`config.mk`:
```
export PLATFORM = sky130hd
export DESIGN_NAME = crc8_framed_message_parser_unit_flat
export DESIGN_NICKNAME = d
export VERILOG_FILES = /design/src/hdl/cfmp_pkg.sv /design/src/hdl/cfmp_in_if.sv /design/src/hdl/cfmp_out_if.sv /design/src/hdl/cfmp_payload_store.sv /design/src/hdl/crc8_framed_message_parser_unit.sv /design/src/flat_wrapper.sv
export SDC_FILE = /design/constraint.sdc
export NUM_CORES = 2
export LEC_CHECK = 0
export ABC_CLOCK_PERIOD_IN_PS = 11300
export BUFFER_PORTS_ARGS = -buffer_cell sky130_fd_sc_hd__buf_2
export CELL_PAD_IN_SITES_DETAIL_PLACEMENT = 1
export CELL_PAD_IN_SITES_GLOBAL_PLACEMENT = 1
export CORE_UTILIZATION = 52
export CTS_BUF_LIST = sky130_fd_sc_hd__clkbuf_8
export DETAILED_ROUTE_END_ITERATION = 7
export PLACE_DENSITY_LB_ADDON = 0.1
export RECOVER_POWER = 25
export SLEW_MARGIN = 20
export SYNTH_ARGS = -nofsm -noshare
export SYNTH_HDL_FRONTEND = slang
export SYNTH_HIERARCHICAL = 1
export SYNTH_SLANG_ARGS = --single-unit
```
`constraint.sdc`:
```
create_clock -name clk -period 11.3 [get_ports clk]
set_clock_uncertainty 0.05 [all_clocks]
set_input_delay 2.26 -clock clk [delete_from_list [all_inputs] [get_ports clk]]
set_output_delay 2.26 -clock clk [all_outputs]
set_load 0.05 [all_outputs]
```
`src/hdl/cfmp_pkg.sv`:
```
// Shared types, constants and the CRC-8 step function of the CRC-8 framed message parser.
// No dependencies; compile this file first.
package cfmp_pkg;

	localparam int PAYLOAD_DEPTH = 512;
	localparam int ADDR_W        = $clog2(PAYLOAD_DEPTH);

	typedef logic [7:0] byte_t;
	typedef logic [8:0] ridx_t;
	typedef logic [9:0] len10_t;
	typedef logic [ADDR_W-1:0] addr_t;
	typedef logic [1:0] cfg_idx_t;
	typedef logic [9:0] cfg_data_t;

	localparam byte_t  HDR_FIRST_RST  = 8'd36;
	localparam byte_t  HDR_SECOND_RST = 8'd75;
	localparam len10_t MAX_LEN_RST    = 10'd512;
	localparam byte_t  POLY_RST       = 8'd7;

	typedef enum logic [1:0] {
		REG_HDR_FIRST  = 2'd0,
		REG_HDR_SECOND = 2'd1,
		REG_MAX_LEN    = 2'd2,
		REG_POLY       = 2'd3
	} cfg_reg_t;

	typedef enum logic [1:0] {
		ERR_NONE     = 2'd0,
		ERR_TOO_LONG = 2'd1,
		ERR_ZERO_ID  = 2'd2,
		ERR_CRC      = 2'd3
	} err_t;

	typedef enum logic [6:0] {
		PH_SYNC0 = 7'b0000001,
		PH_SYNC1 = 7'b0000010,
		PH_LEN0  = 7'b0000100,
		PH_LEN1  = 7'b0001000,
		PH_IDENT = 7'b0010000,
		PH_CHECK = 7'b0100000,
		PH_DATA  = 7'b1000000
	} phase_t;

	typedef struct packed {
		logic  en;
		addr_t addr;
		byte_t data;
	} store_wr_t;

	// MSB-first CRC-8 over one byte, no reflection
	function automatic byte_t crc8_step(input byte_t crc, input byte_t b, input byte_t poly);
		byte_t v;
		v = crc ^ b;
		for (int k = 0; k < 8; k++) begin
			v = v[7] ? ((v << 1) ^ poly) : (v << 1);
		end
		return v;
	endfunction

endpackage

```
`src/hdl/cfmp_in_if.sv`:
```
// Input channel of the framed message parser: valid/ready plus one link word.
// Depends on cfmp_pkg.
interface cfmp_in_if;
	import cfmp_pkg::*;

	logic  valid;
	logic  ready;
	logic  action;
	byte_t data_byte;
	ridx_t read_index;

	modport source(output valid, action, data_byte, read_index, input ready);
	modport sink(input valid, action, data_byte, read_index, output ready);
endinterface

```
`src/hdl/cfmp_out_if.sv`:
```
// Result channel of the framed message parser: valid/ready plus one result word.
// Depends on cfmp_pkg.
interface cfmp_out_if;
	import cfmp_pkg::*;

	logic   valid;
	logic   ready;
	byte_t  message_id;
	logic [1:0] error_code;
	len10_t frame_length;
	byte_t  read_data;

	modport source(output valid, message_id, error_code, frame_length, read_data, input ready);
	modport sink(input valid, message_id, error_code, frame_length, read_data, output ready);
endinterface

```
`src/hdl/cfmp_payload_store.sv`:
```
// Payload byte store: one write port, one registered read port with write bypass.
// Depends on cfmp_pkg.
module cfmp_payload_store (
	input  logic              clk,
	input  cfmp_pkg::store_wr_t wr,
	input  logic              rd_en,
	input  cfmp_pkg::addr_t   rd_addr,
	output cfmp_pkg::byte_t   rd_data
);
	import cfmp_pkg::*;

	byte_t mem [PAYLOAD_DEPTH];
	byte_t rd_q;
	logic  hit_q;
	byte_t hit_data_q;

	always_ff @(posedge clk) begin
		if (wr.en) begin
			mem[wr.addr] <= wr.data;
		end
		if (rd_en) begin
			rd_q       <= mem[rd_addr];
			hit_q      <= wr.en && (wr.addr == rd_addr);
			hit_data_q <= wr.data;
		end
	end

	assign rd_data = hit_q ? hit_data_q : rd_q;
endmodule

```
`src/hdl/crc8_framed_message_parser_unit.sv`:
```
// Top level of the CRC-8 framed message parser: sync hunt, CRC, payload store, result register.
// Depends on cfmp_pkg, cfmp_in_if, cfmp_out_if and cfmp_payload_store.
//
//  channel  | dir | word
//  in_ch    | in  | action, data_byte, read_index
//  out_ch   | out | message_id, error_code, frame_length, read_data
//  cfg      | in  | cfg_we, cfg_index, cfg_wdata (write only)
//
// One word per cycle unless stalled; words pass an input register, then a result register.
// Payload reads go through the store's registered port, captured at accept.
// A polynomial write in mid-header recomputes the header CRC,
// with in_ch.ready low meanwhile.
// arst_n clears parser state and loads register defaults; the store is not cleared.
// out_ch.ready low holds the result; the input register still takes one more word.
module crc8_framed_message_parser_unit (
	input  logic                  clk,
	input  logic                  arst_n,
	input  logic                  cfg_we,
	input  cfmp_pkg::cfg_idx_t    cfg_index,
	input  cfmp_pkg::cfg_data_t   cfg_wdata,
	cfmp_in_if.sink               in_ch,
	cfmp_out_if.source            out_ch
);
	import cfmp_pkg::*;

	// config
	byte_t  hdr1_q, hdr2_q, poly_q;
	len10_t maxlen_q;

	// frame state
	phase_t phase_q, phase_n;
	byte_t  len_lo_q, len_lo_n, len_hi_q, len_hi_n;
	byte_t  ident_q, ident_n, expect_q, expect_n, crc_q, crc_n;
	len10_t pos_q, pos_n, acc_len_q, acc_len_n;

	// header CRC recompute
	logic       busy_q;
	logic [1:0] k_q, hdr_cnt;
	byte_t      k_byte;

	// pipeline
	logic   valid_s1, action_s1, range_s1;
	byte_t  data_s1;
	logic   valid_s2;
	byte_t  id_s2, rdata_s2, id_n, store_rd;
	err_t   err_s2, err_n;
	len10_t flen_s2;

	logic      advance, accept, in_range;
	store_wr_t wr;
	len10_t    pos_inc;

	assign advance = valid_s1 && (!valid_s2 || out_ch.ready);
	assign in_ch.ready = !busy_q && (!valid_s1 || advance);
	assign accept = in_ch.valid && in_ch.ready;
	assign in_range = ({23'd0, in_ch.read_index} < 32'(PAYLOAD_DEPTH));
	assign pos_inc = pos_q + 10'd1;

	cfmp_payload_store u_store (
		.clk    (clk),
		.wr     (wr),
		.rd_en  (accept),
		.rd_addr(ADDR_W'(in_ch.read_index)),
		.rd_data(store_rd)
	);

	always_comb begin
		phase_n   = phase_q;
		len_lo_n  = len_lo_q;
		len_hi_n  = len_hi_q;
		ident_n   = ident_q;
		expect_n  = expect_q;
		crc_n     = crc_q;
		pos_n     = pos_q;
		acc_len_n = acc_len_q;
		id_n      = 8'd0;
		err_n     = ERR_NONE;
		wr.en     = 1'b0;
		wr.addr   = ADDR_W'(pos_q);
		wr.data   = data_s1;
		if (!action_s1) begin
			case (phase_q)
				PH_SYNC1: begin
					phase_n = (data_s1 == hdr2_q) ? PH_LEN0 : PH_SYNC0;
				end
				PH_LEN0: begin
					len_lo_n = data_s1;
					crc_n    = crc8_step(8'd0, data_s1, poly_q);
					phase_n  = PH_LEN1;
				end
				PH_LEN1: begin
					if ({data_s1, len_lo_q} > {6'd0, maxlen_q}) begin
						err_n    = ERR_TOO_LONG;
						phase_n  = PH_SYNC0;
						len_lo_n = 8'd0;
						len_hi_n = 8'd0;
						ident_n  = 8'd0;
						expect_n = 8'd0;
						crc_n    = 8'd0;
						pos_n    = 10'd0;
					end else begin
						len_hi_n = data_s1;
						crc_n    = crc8_step(crc_q, data_s1, poly_q);
						phase_n  = PH_IDENT;
					end
				end
				PH_IDENT: begin
					if (data_s1 == 8'd0) begin
						err_n    = ERR_ZERO_ID;
						phase_n  = PH_SYNC0;
						len_lo_n = 8'd0;
						len_hi_n = 8'd0;
						ident_n  = 8'd0;
						expect_n = 8'd0;
						crc_n    = 8'd0;
						pos_n    = 10'd0;
					end else begin
						ident_n = data_s1;
						crc_n   = crc8_step(crc_q, data_s1, poly_q);
						phase_n = PH_CHECK;
					end
				end
				PH_CHECK: begin
					expect_n = data_s1;
					pos_n    = 10'd0;
					if ({len_hi_q, len_lo_q} == 16'd0) begin
						phase_n = PH_SYNC0;
						if (crc_q != data_s1) begin
							err_n    = ERR_CRC;
							len_lo_n = 8'd0;
							len_hi_n = 8'd0;
							ident_n  = 8'd0;
							expect_n = 8'd0;
							crc_n    = 8'd0;
						end else begin
							id_n      = ident_q;
							acc_len_n = 10'd0;
						end
					end else begin
						phase_n = PH_DATA;
					end
				end
				PH_DATA: begin
					wr.en = ({22'd0, pos_q} < 32'(PAYLOAD_DEPTH));
					crc_n = crc8_step(crc_q, data_s1, poly_q);
					pos_n = pos_inc;
					if ({6'd0, pos_inc} == {len_hi_q, len_lo_q}) begin
						phase_n = PH_SYNC0;
						if (crc_n != expect_q) begin
							err_n    = ERR_CRC;
							len_lo_n = 8'd0;
							len_hi_n = 8'd0;
							ident_n  = 8'd0;
							expect_n = 8'd0;
							crc_n    = 8'd0;
							pos_n    = 10'd0;
						end else begin
							id_n      = ident_q;
							acc_len_n = {len_hi_q[1:0], len_lo_q};
						end
					end
				end
				default: begin
					phase_n = PH_SYNC0;
					if (data_s1 == hdr1_q) begin
						phase_n  = PH_SYNC1;
						len_lo_n = 8'd0;
						len_hi_n = 8'd0;
						ident_n  = 8'd0;
						expect_n = 8'd0;
						crc_n    = 8'd0;
						pos_n    = 10'd0;
					end
				end
			endcase
		end
		wr.en = wr.en && advance;
	end

	// header bytes already folded into crc_q, per phase
	always_comb begin
		case (phase_q)
			PH_LEN1:  hdr_cnt = 2'd1;
			PH_IDENT: hdr_cnt = 2'd2;
			PH_CHECK: hdr_cnt = 2'd3;
			default:  hdr_cnt = 2'd0;
		endcase
		case (k_q)
			2'd0:    k_byte = len_lo_q;
			2'd1:    k_byte = len_hi_q;
			default: k_byte = ident_q;
		endcase
	end

	always_ff @(posedge clk or negedge arst_n) begin
		if (!arst_n) begin
			hdr1_q    <= HDR_FIRST_RST;
			hdr2_q    <= HDR_SECOND_RST;
			maxlen_q  <= MAX_LEN_RST;
			poly_q    <= POLY_RST;
			phase_q   <= PH_SYNC0;
			len_lo_q  <= 8'd0;
			len_hi_q  <= 8'd0;
			ident_q   <= 8'd0;
			expect_q  <= 8'd0;
			crc_q     <= 8'd0;
			pos_q     <= 10'd0;
			acc_len_q <= 10'd0;
			busy_q    <= 1'b0;
			k_q       <= 2'd0;
			valid_s1  <= 1'b0;
			valid_s2  <= 1'b0;
		end else begin
			if (cfg_we) begin
				case (cfg_index)
					REG_HDR_FIRST:  hdr1_q   <= cfg_wdata[7:0];
					REG_HDR_SECOND: hdr2_q   <= cfg_wdata[7:0];
					REG_MAX_LEN:    maxlen_q <= cfg_wdata;
					REG_POLY:       poly_q   <= cfg_wdata[7:0];
					default:        hdr1_q   <= hdr1_q;
				endcase
			end
			if (cfg_we && cfg_index == REG_POLY) begin
				busy_q <= 1'b1;
				k_q    <= 2'd0;
			end else if (busy_q) begin
				if (k_q < hdr_cnt) begin
					crc_q <= crc8_step((k_q == 2'd0) ? 8'd0 : crc_q, k_byte, poly_q);
					k_q   <= k_q + 2'd1;
				end else begin
					busy_q <= 1'b0;
				end
			end else if (advance) begin
				phase_q   <= phase_n;
				len_lo_q  <= len_lo_n;
				len_hi_q  <= len_hi_n;
				ident_q   <= ident_n;
				expect_q  <= expect_n;
				crc_q     <= crc_n;
				pos_q     <= pos_n;
				acc_len_q <= acc_len_n;
			end
			if (accept) begin
				valid_s1 <= 1'b1;
			end else if (advance) begin
				valid_s1 <= 1'b0;
			end
			if (advance) begin
				valid_s2 <= 1'b1;
			end else if (out_ch.ready) begin
				valid_s2 <= 1'b0;
			end
		end
	end

	always_ff @(posedge clk) begin
		if (accept) begin
			action_s1 <= in_ch.action;
			data_s1   <= in_ch.data_byte;
			range_s1  <= in_range;
		end
		if (advance) begin
			id_s2    <= id_n;
			err_s2   <= err_n;
			flen_s2  <= acc_len_n;
			rdata_s2 <= (action_s1 && range_s1) ? store_rd : 8'd0;
		end
	end

	assign out_ch.valid        = valid_s2;
	assign out_ch.message_id   = id_s2;
	assign out_ch.error_code   = err_s2;
	assign out_ch.frame_length = flen_s2;
	assign out_ch.read_data    = rdata_s2;
endmodule

```
`src/flat_wrapper.sv`:
```
// flat-port wrapper written by rule: the top's interface ports become plain ports
module crc8_framed_message_parser_unit_flat import cfmp_pkg::*;
  (clk, arst_n, cfg_we, cfg_index, cfg_wdata, in_ch_valid, in_ch_action, in_ch_data_byte, in_ch_read_index, in_ch_ready, out_ch_valid, out_ch_message_id, out_ch_error_code, out_ch_frame_length, out_ch_read_data, out_ch_ready);
  cfmp_in_if in_ch_i ();
  cfmp_out_if out_ch_i ();
  input  logic clk;
  input  logic arst_n;
  input  logic cfg_we;
  input  cfmp_pkg::cfg_idx_t cfg_index;
  input  cfmp_pkg::cfg_data_t cfg_wdata;
  input wire logic [$bits(in_ch_i.valid)-1:0] in_ch_valid;
  input wire logic [$bits(in_ch_i.action)-1:0] in_ch_action;
  input wire logic [$bits(in_ch_i.data_byte)-1:0] in_ch_data_byte;
  input wire logic [$bits(in_ch_i.read_index)-1:0] in_ch_read_index;
  output wire logic [$bits(in_ch_i.ready)-1:0] in_ch_ready;
  output wire logic [$bits(out_ch_i.valid)-1:0] out_ch_valid;
  output wire logic [$bits(out_ch_i.message_id)-1:0] out_ch_message_id;
  output wire logic [$bits(out_ch_i.error_code)-1:0] out_ch_error_code;
  output wire logic [$bits(out_ch_i.frame_length)-1:0] out_ch_frame_length;
  output wire logic [$bits(out_ch_i.read_data)-1:0] out_ch_read_data;
  input wire logic [$bits(out_ch_i.ready)-1:0] out_ch_ready;
  assign in_ch_i.valid = in_ch_valid;
  assign in_ch_i.action = in_ch_action;
  assign in_ch_i.data_byte = in_ch_data_byte;
  assign in_ch_i.read_index = in_ch_read_index;
  assign in_ch_ready = in_ch_i.ready;
  assign out_ch_valid = out_ch_i.valid;
  assign out_ch_message_id = out_ch_i.message_id;
  assign out_ch_error_code = out_ch_i.error_code;
  assign out_ch_frame_length = out_ch_i.frame_length;
  assign out_ch_read_data = out_ch_i.read_data;
  assign out_ch_i.ready = out_ch_ready;
  crc8_framed_message_parser_unit u_core (.clk(clk), .arst_n(arst_n), .cfg_we(cfg_we), .cfg_index(cfg_index), .cfg_wdata(cfg_wdata), .in_ch(in_ch_i), .out_ch(out_ch_i));
endmodule
```
# Yosys cells after proc, flatten, opt, wreduce, memory -nomap -nowiden
# Memory sizes are Yosys's and may differ from the RTL's. A register that Yosys moved wholly into a read port is not among the register bits.
# Index checks and enable logic that the tools add are counted.
dict set report classes {
  addsub 2
  magnitude_cmp 3
  eq_ne 27
  muxes 99
  bitwise_logic 31
  reduce_logical 37
}
# operator count
set ops {}
lappend ops {{2-to-1 mux 8 bit} 51}
lappend ops {{bitwise XOR 8 bit} 26}
lappend ops {{case mux 8 bit (5 select lines)} 3}
lappend ops {{2-to-1 mux 10 bit} 10}
lappend ops {{case mux 8 bit (6 select lines)} 2}
lappend ops {{case mux 10 bit (5 select lines)} 1}
lappend ops {{case mux 7 bit (6 select lines)} 1}
lappend ops {{case mux 8 bit (2 select lines)} 2}
lappend ops {{case mux 10 bit (2 select lines)} 1}
lappend ops {{2-to-1 mux 2 bit} 9}
lappend ops {{equality test 10 x 16 -> 1 bit} 1}
lappend ops {{equality test 8 bit} 2}
lappend ops {{> comparator 16 x 10 -> 1 bit} 1}
lappend ops {{logical NOT 16 bit} 1}
lappend ops {{!= test 2 x 1 -> 1 bit, second input constant} 8}
lappend ops {{!= test 8 bit} 2}
lappend ops {{AND reduction 8 bit} 2}
lappend ops {{2-to-1 mux 7 bit} 2}
lappend ops {{2-to-1 mux 1 bit} 12}
lappend ops {{AND reduction 12 bit} 1}
lappend ops {{AND reduction 11 bit} 1}
lappend ops {{adder 10 x 1 -> 10 bit, second input constant} 1}
lappend ops {{< comparator 10 bit, second input constant} 1}
lappend ops {{AND reduction 10 bit} 1}
lappend ops {{33 further kinds} 57}
dict set report word_totals {
  ff_bits 152
  ram_bits 4096
  in_bits 35
  out_inout_bits 30
  wordCells 224
  memories 1
}
# memory words word_bits rd rd_ports_with_merged_regs write_ports line
set memory_table {}
lappend memory_table {u_core.u_store.mem 512 8 1 1 1 cfmp_payload_store.sv:12} ;# byte_t mem [PAYLOAD_DEPTH];

# Longest topological paths before layout
dict set report logic_depth {
  depth_word 24
  depth_mapped 21
  mapped_depth_nobuf 17
}

# Hierarchy
# Netlist, hierarchy kept.
# mod instances cells_per_inst area_each_um2
set by_module_without_submodules {}
lappend by_module_without_submodules {cfmp_payload_store 1 8226 163020.1}
lappend by_module_without_submodules {crc8_framed_message_parser_unit 1 1424 12065.3}

# Worst setup path before layout
# Ideal clock, no wire load.
dict set report synth_timing {
  path_kind {register -> register}
  from {register u_core.data_s1[7]}
  to {register u_core.flen_s2[0] (netlist: u_core/out_ch.frame_length[0]), data pin}
  t_arrival_ns 11.978
  setup_slack_ns -0.886
  path_stages_with_launch 20
  cell_sequence {edfxtp_1 -> buf_2 -> xnor2_1 -> clkbuf_1 -> o21ai_0 -> a2111oi_0 -> a21oi_1 -> o211a_1 -> or3_1 -> a211oi_2 -> nor3_1 -> or4_4 -> a21oi_4 -> xnor3_1 -> or4_4 -> or4_4 -> or3_1 -> buf_2 -> buf_6 -> o211ai_1}
}
dict set report synth_between {
  elab_chain_len 21
  word_cells_on_any_way 24
  classes_between {eq/ne (2); mux (14); bitwise (8)}
}
# element line
set synth_rtl {}
lappend synth_rtl {{start, declared} crc8_framed_message_parser_unit.sv:43} ;# byte_t data_s1;
lappend synth_rtl {{start signal, assigned} crc8_framed_message_parser_unit.sv:259} ;# data_s1 <= in_ch.data_byte;
lappend synth_rtl {{bitwise XOR 8 bit} cfmp_pkg.sv:53} ;# v = crc ^ b;
lappend synth_rtl {{2-to-1 mux 8 bit} cfmp_pkg.sv:55} ;# v = v[7] ? ((v << 1) ^ poly) : (v << 1);
lappend synth_rtl {{bitwise XOR 8 bit} cfmp_pkg.sv:55}
lappend synth_rtl {{2-to-1 mux 8 bit} cfmp_pkg.sv:55}
lappend synth_rtl {{bitwise XOR 8 bit} cfmp_pkg.sv:55}
lappend synth_rtl {{2-to-1 mux 8 bit} cfmp_pkg.sv:55}
lappend synth_rtl {{bitwise XOR 8 bit} cfmp_pkg.sv:55}
lappend synth_rtl {{2-to-1 mux 8 bit} cfmp_pkg.sv:55}
lappend synth_rtl {{[6 not listed]} --}
lappend synth_rtl {{bitwise XOR 8 bit} cfmp_pkg.sv:55}
lappend synth_rtl {{2-to-1 mux 8 bit} cfmp_pkg.sv:55}
lappend synth_rtl {{!= test 8 bit} crc8_framed_message_parser_unit.sv:149} ;# if (crc_n != expect_q) begin
lappend synth_rtl {{2-to-1 mux 10 bit} crc8_framed_message_parser_unit.sv:149}
lappend synth_rtl {{2-to-1 mux 10 bit} crc8_framed_message_parser_unit.sv:147} ;# if ({6'd0, pos_inc} == {len_hi_q, len_lo_q}) begin
lappend synth_rtl {{case mux 10 bit (2 select lines) *} crc8_framed_message_parser_unit.sv:82} ;# case (phase_q)
lappend synth_rtl {{2-to-1 mux 10 bit *} crc8_framed_message_parser_unit.sv:81} ;# if (!action_s1) begin
lappend synth_rtl {{named net u_core.acc_len_n[0]} crc8_framed_message_parser_unit.sv:34} ;# len10_t pos_q, pos_n, acc_len_q, acc_len_n;
lappend synth_rtl {{end signal, assigned} crc8_framed_message_parser_unit.sv:265} ;# flen_s2 <= acc_len_n;
lappend synth_rtl {{end, declared} crc8_framed_message_parser_unit.sv:47} ;# len10_t flen_s2;
# The timed path passes the listed nets; every way through them passes the cells marked *.
# A chain may end at the register's enable or synchronous reset.

# Final worst setup path
dict set report layout_timing {
  from {register u_core.data_s1[3]}
  to {memory u_core/u_store/mem[492][3] in the netlist's numbering, data pin}
}
# element line
set layout_rtl {}
lappend layout_rtl {{end, declared} cfmp_payload_store.sv:12}
# No word-level cell before the write port.

==> impl_metrics.toml <==
[layout]
fillers = 29700
area_growth_pct = 8.898
fin_nets = 10060
drive_above_1_share_pct = 16.58
utilization_pct = 57.05
stdcell_count = 14940

[drt]
route.detailed.drc = 0
ant_nets = 0
wl_met1_mm = 213.8
viasPerCell = 6.592
wl_met3_mm = 46.03
top_layer = "met5"
vias = 98500
wl_mm = 528.3
routedWlPerCell_um = 35.36
drt_iter0_drc = 11430
first_pass_iters = 6
wl_met2_mm = 249.9

[cts]
post_cts_buffers = 0
tritoncts = "yes"
clockBufferDepth = 4
hold_buffers = 0
cts_buffers = 692
clk_pin_slew_worst_paths_ns = 0.06
cts.sinks = 4256
clkLatencyLatePin_ns = 1.26
cts_max_level = 6
cts_root_buf = "clkbuf_8"
cts_resized = 0

[global_routing]
grt_max_degree = 180
first_global_vias = 100400
grt-ovfl-total = 0
grt_first_pass_wirelength_mm = 747.4
grt_util_all_layers_pct = 30.84
antenna_found_initial = 31

[sta]
drv_slew = 1903
setup-tns-final_ns = 0
rsz0062_at_grt = "no"
period_minus_slack_ns = 8.942
relSlewSlack_pct = -337.5
worst_pin_slew_ns = 6.562
fmax_mhz = 111.8
fin_ws_ns = 2.358
finalSetupViolCount = 0
min_period_over_period_pct = 79.14
hold_viol_final = 0

[die]
die_x_um = 582.3
start_util_pct = 52.39
core_area_mm2 = 0.3342
die-area_mm2 = 0.3390
io_pins = 65
rows = 212
die_h_um = 582.3

[critical_path]
critical_path_arrival_ns = 8.95
critPathRequiredTime_ns = 11.31
cp_slowest_cell = "clkdlybuf4s25_1"
startpoint_type = "register"
end_kind = "register"
crit_fanout = 157
reg2reg_slack_ns = 2.36
critPathMaxStageDelay_ns = 4.95
critical_path_class = "register to register"
crit_chain = "clkbuf_1, clkdlybuf4s25_1"

[power_and_ir_drop]
ir_drop_mv = 0.1229
power_leakage_nw = 62.61
power.density_mw_per_mm2 = 179.1

[synthesis]
ys_seq_area_share_pct = 72.70
syn-num-nets = 9699
synth_cell_types = 117
synthTopCellsByCount = "edfxtp_1, mux2i_1, nor2_1"
synth.avg_cell_area_um2 = 18.14
synth_warnings = 6
ys_ff_latch = 4256
synth_top_area_share_pct = 71.18
synth_most_common_cell = "edfxtp_1"
synth_top_cell_by_area = "edfxtp_1"
synthArstFlopShare_pct = 2.491
synthTopCellsByArea = "edfxtp_1, mux4_2, mux2i_1, mux4_1, nor2_1"
synth_area_mm2 = 0.1751
netlist_instances = 9650
ys.flop_type = "edfxtp_1"
synth_enable_flop_cells = 4150

[flow_run]
maxCapViolations = 30

[place]
placedCellCount = 13700
dp_slack_ns = 3.732
hpwl_mm = 321.6
io_buffers = 64
place_congestion = 0.8695

[status]
violations = "max-capacitance violations, max-slew violations"
status = "complete, but fails checks"

[min_path]
hold_path.class = "register to register"
==> area by class of cell <==
cell class	instances	area [µm²]	share of cell area (%)
diodes	21	52.55	0.02756
multi-input cells	4726	43130	22.62
clock inverters	518	2656	1.393
repair buffers	279	2185	1.146
well taps	4387	5489	2.879
flip-flops and latches	4256	127300	66.76
clock buffers	701	9648	5.060
inverters	55	221.5	0.1162
==> flip-flops by register name, summed over array words and instances, names as in the netlist, 10 cells and up <==
| signal | count |
|---|---|
| u_core/u_store/mem | 4096 |
| u_core/pos_q | 10 |
| u_core/maxlen_q | 10 |
| u_core/acc_len_q | 10 |
| u_core/out_ch.frame_length | 10 |
==> power by group <==
group	leakage, nW	switching, mW	internal, mW	total [mW]
clock network	7.24	6.20	6.04	12.2
logic	16.9	2.79	1.47	4.26
registers	38.5	0.0819	17.6	17.6
total	62.6	9.07	25.1	34.1
==> per-layer routing <==
layer / up-vias / GRT usage, %
li1: 40080 / -
met1: 52670 / 43.52
met2: 4790 / 48.69
met3: 946 / 5.772
met4: 8 / 10.42
met5: - / 0
==> layout by cell type, fill, tap and decap left out, drive strengths merged, types with 56 or more instances in the layout <==
master and instances:
clkbuf 735, nor2 718, o221ai 251, edfxtp 4150, o21ai 215, dfrtp 95, buf 244, mux4 649
mux2i 831, o22ai 252, a31oi 62, nor3 142, a21oi 213, xnor2 118, nand2 417, a211oi 56
nand3 77, nor4 56, inv 349, clkinv 206
==> worst max-delay path: cells and delay by family, from the launching register on <==
family                 cells  cell delay [ns]
buffers and inverters      2             6.97
flip-flops                 1             0.48
==> metrics by stage <==
stage,hold slack (ns),power (mW),cell area [µm²]
6_report,0.4647,34.14,190700
5_1_grt,0.4901,35.18,190600
4_1_cts,0.4685,34.29,190700
3_5_place_dp,0.4483,22.15,178400
3_3_place_gp,0.4452,22.06,178400
2_1_floorplan,0.4294,20.97,175200
==> cell families (layout without fill, tap and decap cells) <==
| group | after synthesis | in the layout | share of synthesized area [%] |
|---|---|---|---|
| DFF | 4256 | 4256 | 72.70 |
| and+or+nand+nor | 1660 | 1660 | 4.260 |
| muxes | 1524 | 1524 | 13.63 |
| AOI/OAI and AO/OA | 1340 | 1340 | 5.301 |
| buffers and inverters | 668 | 1553 | 2.871 |
| xor gates and xnor gates | 188 | 188 | 1.136 |
| adders and majority gates | 14 | 14 | 0.1000 |
| other | 0 | 21 | 0 |
==> path summary, 6_finish.rpt <==
check,from,end,depth (start not counted)
worst max-delay path,u_core/data_s1[3],u_core/u_store/mem[492][3],2
worst min-delay path,u_core/maxlen_q[1],u_core/maxlen_q[1],1
worst max register to register,u_core/data_s1[3],u_core/u_store/mem[492][3],2
worst min register to register,u_core/maxlen_q[1],u_core/maxlen_q[1],1
max in group asynchronous,arst_n,u_core/expect_q[1],2
min in group asynchronous,arst_n,u_core/valid_s1,1
No activity file was read; power rests on OpenSTA's default activity.
